## src/sv/ppm_pkg.sv

```systemverilog
// Shared types and constants for the plain-text PPM encoder.
`timescale 1ns / 1ps
package ppm_pkg;

  // Item codes
  localparam logic MODE_HEADER = 1'b0;
  localparam logic MODE_PIXEL  = 1'b1;

  // Configuration register indexes
  localparam int unsigned CfgIdxW = 2;
  localparam logic [CfgIdxW-1:0] CFG_IMAGE_WIDTH  = 2'd0;
  localparam logic [CfgIdxW-1:0] CFG_IMAGE_HEIGHT = 2'd1;

  // Separator test limit
  localparam logic [7:0] LINE_LIMIT = 8'd70;

  // Decimal converter geometry for 16-bit header numbers
  localparam int unsigned DecDigits = 5;
  localparam int unsigned DecIdxW   = 3;

  // ASCII characters
  localparam logic [7:0] ASCII_NL    = 8'h0A;
  localparam logic [7:0] ASCII_SPACE = 8'h20;
  localparam logic [7:0] ASCII_ZERO  = 8'h30;
  localparam logic [7:0] ASCII_TWO   = 8'h32;
  localparam logic [7:0] ASCII_THREE = 8'h33;
  localparam logic [7:0] ASCII_FIVE  = 8'h35;
  localparam logic [7:0] ASCII_P     = 8'h50;

  typedef struct packed {
    logic              mode;
    logic signed [15:0] red_level;
    logic signed [15:0] green_level;
    logic signed [15:0] blue_level;
  } in_item_t;

  typedef struct packed {
    logic [7:0] text_byte;
    logic       last_of_run;
  } out_item_t;

  // One color component as decimal digits (index 0 = ones)
  typedef struct packed {
    logic [2:0][3:0] digit;
    logic [1:0]      len;
  } lane_t;

  // Item waiting for the serializer
  typedef struct packed {
    logic            mode;
    lane_t [2:0]     lane;
  } slot_t;

  // Result of a 16-bit decimal conversion
  typedef struct packed {
    logic [DecDigits-1:0][3:0] digit;
    logic [DecIdxW-1:0]        len;
    logic                      done;
  } dec_t;

endpackage

```

## src/sv/ppm_plain_text_encoder.sv

```systemverilog
// Top level of the plain-text PPM (P3) encoder.
// Usage:
//   Input channel (in_valid_i / in_stall_o / in_data_i): mode 0 starts a frame
//   and emits the header "P3", width, height and "255"; mode 1 carries three
//   signed Q4.12 color levels that become decimal values 0..255.
//   Output channel (out_valid_o / out_stall_i / out_data_o): one ASCII byte per
//   transaction, last_of_run set on the final byte of each input item.
//   Configuration port (cfg_valid_i / cfg_ready_o): index 0 sets image width,
//   index 1 sets image height; always ready. Write only while idle.
// Path: a pixel's first byte passes through the slot, the sequencer state and
//   the output register; a header waits after "P3\n" for the 5-step decimal
//   conversion of width and height (one digit per cycle, both in parallel).
// Throughput: one byte per cycle from the output register while the receiver
//   does not stall; a pixel is 6 to 12 bytes, a header up to 19 and the wait.
//   The next item is held in a one-entry slot, so pixels follow with no gap.
// Reset: width and height return to 1, line length and column to 0, and all
//   channels are empty. A stalled receiver holds the output byte; the block
//   then stops after filling its slot and raises in_stall_o.
`timescale 1ns / 1ps
module ppm_plain_text_encoder (
  input  logic                                clk_i,
  input  logic                                rst_ni,
  input  logic                                in_valid_i,
  output logic                                in_stall_o,
  input  ppm_pkg::in_item_t                   in_data_i,
  output logic                                out_valid_o,
  input  logic                                out_stall_i,
  output ppm_pkg::out_item_t                  out_data_o,
  input  logic                                cfg_valid_i,
  output logic                                cfg_ready_o,
  input  logic [ppm_pkg::CfgIdxW-1:0]         cfg_index_i,
  input  logic [15:0]                         cfg_data_i
);
  import ppm_pkg::*;

  logic [15:0] width_q;
  logic [15:0] height_q;
  logic        slot_valid_q;
  slot_t       slot_q;
  slot_t       slot_d;
  logic        in_accept;
  logic        load;
  logic        conv_start;
  dec_t        wid_dec;
  dec_t        hgt_dec;

  // Configuration registers
  assign cfg_ready_o = 1'b1;

  always_ff @(posedge clk_i or negedge rst_ni) begin
    if (!rst_ni) begin
      width_q  <= 16'd1;
      height_q <= 16'd1;
    end else if (cfg_valid_i && cfg_ready_o) begin
      if (cfg_index_i == CFG_IMAGE_WIDTH) begin
        width_q <= cfg_data_i;
      end
      if (cfg_index_i == CFG_IMAGE_HEIGHT) begin
        height_q <= cfg_data_i;
      end
    end
  end

  // Color lanes
  ppm_lane u_lane_red (
    .level_i (in_data_i.red_level),
    .lane_o  (slot_d.lane[0])
  );

  ppm_lane u_lane_green (
    .level_i (in_data_i.green_level),
    .lane_o  (slot_d.lane[1])
  );

  ppm_lane u_lane_blue (
    .level_i (in_data_i.blue_level),
    .lane_o  (slot_d.lane[2])
  );

  assign slot_d.mode = in_data_i.mode;

  // One-entry slot in front of the serializer
  assign in_stall_o = slot_valid_q && !load;
  assign in_accept  = in_valid_i && !in_stall_o;

  always_ff @(posedge clk_i or negedge rst_ni) begin
    if (!rst_ni) begin
      slot_valid_q <= 1'b0;
    end else if (in_accept) begin
      slot_valid_q <= 1'b1;
    end else if (load) begin
      slot_valid_q <= 1'b0;
    end
  end

  always_ff @(posedge clk_i) begin
    if (in_accept) begin
      slot_q <= slot_d;
    end
  end

  // Header number converters
  ppm_dec16 u_dec_wid (
    .clk_i    (clk_i),
    .rst_ni   (rst_ni),
    .start_i  (conv_start),
    .value_i  (width_q),
    .result_o (wid_dec)
  );

  ppm_dec16 u_dec_hgt (
    .clk_i    (clk_i),
    .rst_ni   (rst_ni),
    .start_i  (conv_start),
    .value_i  (height_q),
    .result_o (hgt_dec)
  );

  // Serializer and output register
  ppm_merge u_merge (
    .clk_i        (clk_i),
    .rst_ni       (rst_ni),
    .slot_valid_i (slot_valid_q),
    .slot_i       (slot_q),
    .width_i      (width_q),
    .wid_dec_i    (wid_dec),
    .hgt_dec_i    (hgt_dec),
    .load_o       (load),
    .conv_start_o (conv_start),
    .out_valid_o  (out_valid_o),
    .out_data_o   (out_data_o),
    .out_stall_i  (out_stall_i)
  );

endmodule

```

## src/sv/ppm_lane.sv

```systemverilog
// One color lane: Q4.12 level scaled to 0..255 and split into decimal digits.
`timescale 1ns / 1ps
module ppm_lane (
  input  logic signed [15:0] level_i,
  output ppm_pkg::lane_t     lane_o
);
  import ppm_pkg::*;

  logic signed [24:0] lvl_ext;
  logic signed [24:0] prod;
  logic [20:0]        rsum;
  logic [7:0]         val;
  logic [1:0]         hund;
  logic [7:0]         rem8;
  logic [6:0]         rem7;
  logic [14:0]        tens_prod;
  logic [3:0]         tens;
  logic [6:0]         ones7;

  // Scale by 255, round half up, clamp to 0..255
  always_comb begin
    lvl_ext = {{9{level_i[15]}}, level_i};
    prod    = (lvl_ext <<< 8) - lvl_ext;
    rsum    = prod[20:0] + 21'd2048;
    if (level_i > 16'sd4096) begin
      val = 8'd255;
    end else if (prod[24]) begin
      val = 8'd0;
    end else begin
      val = rsum[19:12];
    end
  end

  // Decimal split: hundreds by compare, tens by reciprocal multiply
  always_comb begin
    if (val >= 8'd200) begin
      hund = 2'd2;
      rem8 = val - 8'd200;
    end else if (val >= 8'd100) begin
      hund = 2'd1;
      rem8 = val - 8'd100;
    end else begin
      hund = 2'd0;
      rem8 = val;
    end
    rem7      = rem8[6:0];
    tens_prod = {8'b0, rem7} * 15'd205;
    tens      = tens_prod[14:11];
    ones7     = rem7 - {tens, 3'b0} - {2'b0, tens, 1'b0};
    lane_o.digit[0] = ones7[3:0];
    lane_o.digit[1] = tens;
    lane_o.digit[2] = {2'b0, hund};
    if (val >= 8'd100) begin
      lane_o.len = 2'd3;
    end else if (val >= 8'd10) begin
      lane_o.len = 2'd2;
    end else begin
      lane_o.len = 2'd1;
    end
  end

endmodule

```

## src/sv/ppm_dec16.sv

```systemverilog
// Iterative 16-bit binary to decimal converter, one digit per cycle.
`timescale 1ns / 1ps
module ppm_dec16 (
  input  logic                clk_i,
  input  logic                rst_ni,
  input  logic                start_i,
  input  logic [15:0]         value_i,
  output ppm_pkg::dec_t       result_o
);
  import ppm_pkg::*;

  logic                      busy_q;
  logic                      done_q;
  logic [DecIdxW-1:0]        step_q;
  logic [DecIdxW-1:0]        len_q;
  logic [15:0]               rem_q;
  logic [DecDigits-1:0][3:0] digit_q;

  logic [31:0] prod;
  logic [15:0] quot;
  logic [15:0] diff;

  // Divide by ten through the reciprocal 52429 / 2^19
  always_comb begin
    prod = {16'b0, rem_q} * 32'd52429;
    quot = {3'b0, prod[31:19]};
    diff = rem_q - ((quot << 3) + (quot << 1));
  end

  // Control
  always_ff @(posedge clk_i or negedge rst_ni) begin
    if (!rst_ni) begin
      busy_q <= 1'b0;
      done_q <= 1'b0;
      step_q <= '0;
      len_q  <= DecIdxW'(1);
    end else if (start_i) begin
      busy_q <= 1'b1;
      done_q <= 1'b0;
      step_q <= '0;
      len_q  <= DecIdxW'(1);
    end else if (busy_q) begin
      if (rem_q != 16'd0) begin
        len_q <= step_q + DecIdxW'(1);
      end
      if (step_q == DecIdxW'(DecDigits - 1)) begin
        busy_q <= 1'b0;
        done_q <= 1'b1;
      end else begin
        step_q <= step_q + DecIdxW'(1);
      end
    end
  end

  // Datapath
  always_ff @(posedge clk_i) begin
    if (start_i) begin
      rem_q <= value_i;
    end else if (busy_q) begin
      rem_q           <= quot;
      digit_q[step_q] <= diff[3:0];
    end
  end

  assign result_o.digit = digit_q;
  assign result_o.len   = len_q;
  assign result_o.done  = done_q;

endmodule

```

## src/sv/ppm_merge.sv

```systemverilog
// Merging stage: serializes header and pixel digits into the byte stream.
`timescale 1ns / 1ps
module ppm_merge (
  input  logic                clk_i,
  input  logic                rst_ni,
  input  logic                slot_valid_i,
  input  ppm_pkg::slot_t      slot_i,
  input  logic [15:0]         width_i,
  input  ppm_pkg::dec_t       wid_dec_i,
  input  ppm_pkg::dec_t       hgt_dec_i,
  output logic                load_o,
  output logic                conv_start_o,
  output logic                out_valid_o,
  output ppm_pkg::out_item_t  out_data_o,
  input  logic                out_stall_i
);
  import ppm_pkg::*;

  typedef enum logic [3:0] {
    S_IDLE,
    S_HDR_PRE,
    S_HDR_WAIT,
    S_HDR_WID,
    S_HDR_SP,
    S_HDR_HGT,
    S_HDR_TAIL,
    S_PIX_DIG,
    S_PIX_SEP
  } state_e;

  state_e             state_q;
  logic [DecIdxW-1:0] cnt_q;
  logic [1:0]         comp_q;
  logic [6:0]         ll_q;
  logic [15:0]        col_q;
  logic               out_valid_q;
  out_item_t          out_q;
  slot_t              cur_q;

  logic       out_free;
  logic       can_emit;
  logic       emit;
  logic       last;
  logic [7:0] byte_val;
  logic [1:0] cur_len;
  logic [1:0] nxt_len;
  logic [6:0] ll_sum;
  logic [7:0] total;
  logic       col_end;
  logic       row_end;
  logic       use_space;

  // Separator decision for the current component
  always_comb begin
    cur_len = cur_q.lane[comp_q].len;
    unique case (comp_q)
      2'd0:    nxt_len = cur_q.lane[1].len;
      2'd1:    nxt_len = cur_q.lane[2].len;
      default: nxt_len = 2'd0;
    endcase
    ll_sum    = ll_q + {5'b0, cur_len};
    total     = {1'b0, ll_sum} + {6'b0, cur_len} + 8'd1 + {6'b0, nxt_len};
    col_end   = ({1'b0, col_q} + 17'd1) >= {1'b0, width_i};
    row_end   = (comp_q == 2'd2) && col_end;
    use_space = !row_end && (total <= LINE_LIMIT);
  end

  // Byte for the current state
  always_comb begin
    can_emit = 1'b0;
    last     = 1'b0;
    byte_val = ASCII_NL;
    unique case (state_q)
      S_IDLE, S_HDR_WAIT: begin
        can_emit = 1'b0;
      end
      S_HDR_PRE: begin
        can_emit = 1'b1;
        unique case (cnt_q)
          3'd0:    byte_val = ASCII_P;
          3'd1:    byte_val = ASCII_THREE;
          default: byte_val = ASCII_NL;
        endcase
      end
      S_HDR_WID: begin
        can_emit = 1'b1;
        byte_val = ASCII_ZERO + {4'b0, wid_dec_i.digit[cnt_q]};
      end
      S_HDR_SP: begin
        can_emit = 1'b1;
        byte_val = ASCII_SPACE;
      end
      S_HDR_HGT: begin
        can_emit = 1'b1;
        byte_val = ASCII_ZERO + {4'b0, hgt_dec_i.digit[cnt_q]};
      end
      S_HDR_TAIL: begin
        can_emit = 1'b1;
        last     = (cnt_q == 3'd4);
        unique case (cnt_q)
          3'd1:       byte_val = ASCII_TWO;
          3'd2, 3'd3: byte_val = ASCII_FIVE;
          default:    byte_val = ASCII_NL;
        endcase
      end
      S_PIX_DIG: begin
        can_emit = 1'b1;
        byte_val = ASCII_ZERO + {4'b0, cur_q.lane[comp_q].digit[cnt_q[1:0]]};
      end
      S_PIX_SEP: begin
        can_emit = 1'b1;
        last     = (comp_q == 2'd2);
        byte_val = use_space ? ASCII_SPACE : ASCII_NL;
      end
      default: begin
        can_emit = 1'b0;
      end
    endcase
  end

  assign out_free     = !out_valid_q || !out_stall_i;
  assign emit         = can_emit && out_free;
  assign load_o       = slot_valid_i && ((state_q == S_IDLE) || (emit && last));
  assign conv_start_o = load_o && (slot_i.mode == MODE_HEADER);

  // Sequencer state and output valid
  always_ff @(posedge clk_i or negedge rst_ni) begin
    if (!rst_ni) begin
      state_q     <= S_IDLE;
      cnt_q       <= '0;
      comp_q      <= '0;
      ll_q        <= '0;
      col_q       <= '0;
      out_valid_q <= 1'b0;
    end else begin
      if (emit) begin
        out_valid_q <= 1'b1;
      end else if (!out_stall_i) begin
        out_valid_q <= 1'b0;
      end

      unique case (state_q)
        S_IDLE: begin
          // holds until the slot fills; the load below starts the item
        end
        S_HDR_PRE: begin
          if (emit) begin
            if (cnt_q == 3'd2) begin
              state_q <= S_HDR_WAIT;
            end else begin
              cnt_q <= cnt_q + 3'd1;
            end
          end
        end
        S_HDR_WAIT: begin
          if (wid_dec_i.done) begin
            state_q <= S_HDR_WID;
            cnt_q   <= wid_dec_i.len - 3'd1;
          end
        end
        S_HDR_WID: begin
          if (emit) begin
            if (cnt_q == 3'd0) begin
              state_q <= S_HDR_SP;
            end else begin
              cnt_q <= cnt_q - 3'd1;
            end
          end
        end
        S_HDR_SP: begin
          if (emit) begin
            state_q <= S_HDR_HGT;
            cnt_q   <= hgt_dec_i.len - 3'd1;
          end
        end
        S_HDR_HGT: begin
          if (emit) begin
            if (cnt_q == 3'd0) begin
              state_q <= S_HDR_TAIL;
            end else begin
              cnt_q <= cnt_q - 3'd1;
            end
          end
        end
        S_HDR_TAIL: begin
          if (emit) begin
            if (cnt_q == 3'd4) begin
              if (!slot_valid_i) begin
                state_q <= S_IDLE;
              end
              ll_q  <= '0;
              col_q <= '0;
            end else begin
              cnt_q <= cnt_q + 3'd1;
            end
          end
        end
        S_PIX_DIG: begin
          if (emit) begin
            if (cnt_q == 3'd0) begin
              state_q <= S_PIX_SEP;
            end else begin
              cnt_q <= cnt_q - 3'd1;
            end
          end
        end
        S_PIX_SEP: begin
          if (emit) begin
            ll_q <= use_space ? (ll_sum + 7'd1) : 7'd0;
            if (comp_q == 2'd2) begin
              if (!slot_valid_i) begin
                state_q <= S_IDLE;
              end
              col_q <= row_end ? 16'd0 : (col_q + 16'd1);
            end else begin
              state_q <= S_PIX_DIG;
              comp_q  <= comp_q + 2'd1;
              cnt_q   <= {1'b0, nxt_len - 2'd1};
            end
          end
        end
        default: begin
          state_q <= S_IDLE;
        end
      endcase

      // Next item takes over at the end of the current one
      if (load_o) begin
        unique case (slot_i.mode)
          MODE_HEADER: begin
            state_q <= S_HDR_PRE;
            cnt_q   <= '0;
          end
          MODE_PIXEL: begin
            state_q <= S_PIX_DIG;
            comp_q  <= 2'd0;
            cnt_q   <= {1'b0, slot_i.lane[0].len - 2'd1};
          end
          default: begin
            state_q <= S_IDLE;
          end
        endcase
      end
    end
  end

  // Payload registers
  always_ff @(posedge clk_i) begin
    if (load_o) begin
      cur_q <= slot_i;
    end
    if (emit) begin
      out_q.text_byte   <= byte_val;
      out_q.last_of_run <= last;
    end
  end

  assign out_valid_o = out_valid_q;
  assign out_data_o  = out_q;

endmodule
```

## config.mk

```make
export PLATFORM = sky130hd
export DESIGN_NAME = ppm_plain_text_encoder
export DESIGN_NICKNAME = d
export VERILOG_FILES = /design/src/sv/ppm_pkg.sv /design/src/sv/ppm_plain_text_encoder.sv /design/src/sv/ppm_lane.sv /design/src/sv/ppm_dec16.sv /design/src/sv/ppm_merge.sv
export SDC_FILE = /design/constraint.sdc
export NUM_CORES = 1
export LEC_CHECK = 0
export BUFFER_PORTS_ARGS = -buffer_cell sky130_fd_sc_hd__buf_2
export CORE_UTILIZATION = 35
export DETAILED_ROUTE_END_ITERATION = 10
export GPL_ROUTABILITY_DRIVEN = 0
export GPL_TIMING_DRIVEN = 0
export HOLD_SLACK_MARGIN = 0.03
export SYNTH_ARGS = -nofsm -noshare
export SYNTH_HDL_FRONTEND = slang
export SYNTH_SLANG_ARGS = --single-unit
```

## constraint.sdc

```tcl
create_clock -name clk_i -period 6.6 [get_ports clk_i]
set_clock_uncertainty 0.05 [all_clocks]
set_input_delay 1.32 -clock clk_i [delete_from_list [all_inputs] [get_ports clk_i]]
set_output_delay 1.32 -clock clk_i [all_outputs]
set_load 0.05 [all_outputs]
```

# After elaboration in Yosys (flattened, before gate mapping)
# Index checks and enable logic that the tools add are counted.
# W data, S select, Z words.
dict set report op_classes {
  n_mux 115
  n_reduce_logical 47
  n_addsub 41
  eq_ne 43
  magnitude_cmp 21
  n_mul 5
  bitwise 2
}
# op n
set op_table {}
lappend op_table {{$mux W16} 9}
lappend op_table {{$mux W4} 21}
lappend op_table {{$sub A24 B16 Y25} 3}
lappend op_table {{$mux W7} 10}
lappend op_table {{$mux W3} 23}
lappend op_table {{$mul A16 B16 Y32 const B} 2}
lappend op_table {{$add A20 B12 Y20 const B} 3}
lappend op_table {{$pmux W8 S7} 1}
lappend op_table {{$gt A16 B14 Y1 const B} 3}
lappend op_table {{$mux W8} 6}
lappend op_table {{$mul A7 B8 Y15 const B} 3}
lappend op_table {{$sub A7 B7 Y7 const B} 6}
lappend op_table {{$bwmux W20} 2}
lappend op_table {{$ne A3 B2 Y1 const B} 12}
lappend op_table {{$pmux W4 S9} 1}
lappend op_table {{$pmux W16 S2} 1}
lappend op_table {{$reduce_bool A16 Y1} 2}
lappend op_table {{$sub A4 B4 Y4} 8}
lappend op_table {{$bmux W14 S2} 1}
lappend op_table {{$pmux W7 S2} 2}
lappend op_table {{$bmux W4 S3} 2}
lappend op_table {{$demux W4 S3} 2}
lappend op_table {{$ge A8 B4 Y1 const B} 3}
lappend op_table {{$ge A8 B7 Y1 const B} 3}
lappend op_table {{other kinds (60)} 145}
dict set report word_totals {
  out_inout_bits 12
  elab_cells 329
  in_bits 72
  reg_bits 235
}

# Longest topological paths before layout
dict set report depth {
  word_depth 12
  mapped_depth 44
  ltp_nobuf 44
}

# Cells and area by module
# From an unflattened synthesis, not the netlist that was laid out.
dict set report unflattened {
  cells_unflattened 2936
  hier_area_um2 29324.4
}
# module area_per_inst_um2 cells_each seq_area_each_um2 instances
set by_module_without_submodules {}
lappend by_module_without_submodules {ppm_lane 2660.1 337 0.0 3}
lappend by_module_without_submodules {{ppm_dec16 at u_dec_hgt} 6755.2 658 1282.5 1}
lappend by_module_without_submodules {{ppm_dec16 at u_dec_wid} 6587.6 636 1282.5 1}
lappend by_module_without_submodules {ppm_merge 5436.5 513 2327.2 1}
lappend by_module_without_submodules {ppm_plain_text_encoder 2565.0 118 2119.5 1}

# Least setup slack after synthesis
# OpenSTA, ideal clock, no wires.
dict set report synth_timing {
  path_type {input to register}
  startpoint {input in_data_i[3] (netlist name)}
  endpoint {register slot_q[33] (netlist name), data pin}
  t_arrival_ps 9124
  stages 42
  setup_slack_ps -2837
  setup_time_ps 263
  n_path_buf 0
  required_ps 6287
  cell_sequence {or4_1 -> o31ai_1 -> a21o_1 -> a21o_1 -> xor2_1 -> ha_1 -> and2_1 -> nand3b_1 -> mux2_2 -> nand2_1 -> xor2_1 -> nand2_1 -> nand2_1 -> inv_1 -> ha_1 -> or4b_2 -> o2111ai_1 -> a21oi_1 -> [6 not listed] -> inv_1 -> fa_1 -> inv_1 -> ha_1 -> o21ai_0 -> a21oi_1 -> o21ai_0 -> nand2b_1 -> nand3_1 -> nor3_1 -> a22o_2 -> a21oi_1 -> xnor2_1 -> ha_1 -> a21boi_0 -> mux2i_1 -> xnor2_1 -> xor2_1}
}
# element line_no
set synth_lines {}
lappend synth_lines {{start: declaration} ppm_plain_text_encoder.sv:25} ;# input ppm_pkg::in_item_t in_data_i,
lappend synth_lines {{end signal: assignment} ppm_plain_text_encoder.sv:98} ;# slot_q <= slot_d;
lappend synth_lines {{end: declaration} ppm_plain_text_encoder.sv:39} ;# slot_t slot_q;

==> summary.md <==
| Metric | Value |
|---|---|
| WS Path Type | in2reg |
| Critical Path Start Type | primary input |
| Syn nets | about 3400 |
| Io pins | 84 |
| Final hold violations | 0 |
| Clk_lat worst skew | 0.55 ns |
| Unrepaired setup endpoints after global routing | yes |
| Antenna Nets Post-Route | 0 |
| FFs w/ async S/R, synth | 34.62% |
| Via density per instance | roughly 5 |
| Design Area, Final | approximately 32000 µm² |
| Data required, critical path | 6.84 ns |
| WL final | 62.82 mm |
| Most used cell, CP | ha_4 |
| Crit path max fanout | 5 |
| Clock buffer depth | 3 |
| Register area share after synthesis | ~25% |
| Initial antenna violation count | 2 |
| Ant diodes | 0 |
| Register bit count reported by yosys | around 230 |
| First-pass GRT wire length | slightly above 100 mm |
| Vias in the first global route | between 15000 and 20000 |
| Post-synth top flop | edfxtp_1 |
| Headroom to the max-slew limit | 21.34% |
| Critical path's largest stage delay | slightly below 0.6 ns |
| Setup-failing EPs final | 21 |
| Hold-fix buffers at CTS | 0 |
| Period utilization | 134.3% |
| Routed length on met1 | a little under 30 mm |
| Clock sink count | approximately 230 |
| Synth unique cells | 96 |
| Crit end category | register |
| Drt initial violations | ~820 |
| Number of synthesized flops with an enable pin | 153 |
| Die extent in y | around 280 µm |
| CTS tree | done |
| Max frequency | 112.8 MHz |
| # port buffers | between 80 and 90 |
| Ys Warns | 0 |
| Critical Path AT | roughly 9.1 ns |
| Fin. max-slew vios | 0 |
| Drc violations | 0 |
| CTS buffer count | 26 |
| Met3 WL | about 1.8 mm |
| Reg clk slew, reported paths | about 0.060 ns |
| Mean post-synth cell area | around 10 µm² |
| Die width | roughly 280 µm |
| Grt ovf | 0 |
| Core Rows | 100 |
| Slack of the critical path | -2.266 ns |
| Top cell type's share of synthesized area | 23.48% |
| Pin count of the biggest net entering global routing | 46 |
| Syn Inst Count | ~2700 |
| Max Cap Violations | 0 |
| Fraction of layout cells with a size suffix above 1 | roughly a fifth |
| Core area | roughly 75000 µm² |
| Top area cells in the synthesized netlist | ha_1, edfxtp_1, fa_1 |
| Failing checks | negative setup slack |
| Count leader, synth | ha_1 |
| Slowest-stage cell, CP | fa_1 |
| Status | complete, but fails checks |
| Final nets | approximately 3700 |
| Hold Path Class | reg2reg |
| CTS H-tree depth | 1 |
| Synthesized area | approximately 27000 µm² |
| WL per Instance | 16.02 µm |
| Top Metal Used | met4 |
| Syn-to-layout area delta | 21.15% |
| Via Count | a little under 20000 |
| Met2 WL | roughly 31 mm |
| Synth area leader | ha_1 |
| Gr usage total | approximately 16% |
| Drt first pass iters | 5 |
| Worst Tran Pin Value | approximately 1.2 ns |
| Crit path time final | around 8.9 ns |
| Die area | around 77000 µm² |
| Fillers | just over 7000 |
| Detailed placement HPWL | a little under 50 mm |
| Utilization after layout | between 40% and 50% |
| Synth top cells by count | ha_1, inv_1, fa_1, nand2_1, edfxtp_1 |
| Root Driver | clkbuf_16 |
| Starting Density | between 30 and 40% |
| Placed inst area | between 20000 and 30000 µm² |
kinds of logic after synthesis:
group,count (synthesis),share of synthesized area [%]
fa+ha+maj,689,37.74
other cells,2,0.02824
flops,234,24.92
xor+xnor,151,4.973
mux,59,2.884
compound gates,442,11.21
buf+inv,517,7.518
simple gates,570,10.73
state kept, by name (all words and copies together) (netlist names), 16 cells and up:
register,count
u_dec_wid.rem_q,16
u_dec_wid.result_o,20
height_q,16
slot_q,37
width_q,16
u_dec_hgt.result_o,20
u_merge.cur_q,36
u_merge.col_q,16
u_dec_hgt.rem_q,16
worst max-delay path, delay by kind of cell:
kind / cells / cell delay [ns]
mux: 1 / 0.09
simple gates: 10 / 2.03
xor+xnor: 5 / 0.89
compound gates: 9 / 1.71
fa+ha+maj: 9 / 2.59
buf+inv: 5 / 0.45
layer usage:
layer,vias up,track usage [%]
met1,9488,22.00
met3,67,1.373
li1,9737,-
met5,-,0
met4,0,2.323
met2,277,28.05
worst paths after layout:
kind | startpoint | slack [ns] | depth (start not counted) | to
worst max-delay path | in_data_i[28] | -2.27 | 39 | slot_q[19]
worst min-delay path | slot_q[8] | 0.36 | 0 | u_merge.cur_q[8]
worst max register to register | u_dec_hgt.rem_q[5] | 0.16 | 23 | u_dec_hgt.rem_q[12]
worst min register to register | slot_q[8] | 0.36 | 0 | u_merge.cur_q[8]
max in group asynchronous | rst_ni | 5.14 | 2 | u_dec_hgt.len_q[0]
min in group asynchronous | rst_ni | 0.69 | 1 | height_q[2]
cells in the final DEF (no fill, tap or decap), types with 78 or more instances in the layout:
master      n
nor2_1    116
fa_1      185
buf_4     152
xnor2_1    78
a21oi_1    86
nand2_1   154
inv_1     448
ha_1      447
edfxtp_1  153
cell type report:
type,instances,area (µm²),area share [%]
Buffer,47,242.7,0.7534
Inverter,467,1785,5.542
Tap cell,969,1212,3.763
Clock inverter,12,117.6,0.3650
Sequential cell,234,6626,20.57
Multi-Input combinational cell,1913,19640,60.94
Clock buffer,35,768.2,2.384
Timing Repair Buffer,245,1832,5.685
through the flow:
stage | std cells | hold WS [ns] | worst slack (ns) | TNS, ns
2_1_floorplan | 2664 | 0.3503 | -2.341 | -34.53
3_3_place_gp | 3714 | 0.3532 | -3.557 | -58.54
3_5_place_dp | 3716 | 0.3554 | -3.580 | -59.40
4_1_cts | 3864 | 0.3672 | -2.211 | -35.96
5_1_grt | 3922 | 0.3668 | -2.636 | -42.39
6_report | 3922 | 0.3646 | -2.266 | -36.04
timing repair:
| action | in CTS | in global routing |
|---|---|---|
| cloned | 1 | 0 |
| setup buffers | 106 | 70 |
| gates resized for setup | 153 | 129 |
| setup endpoints to repair | 37 | 44 |
| pin swaps | 110 | 118 |
Power is not shown: default switching activity piles up to over one toggle a cycle in this logic, so the estimate is an artifact.
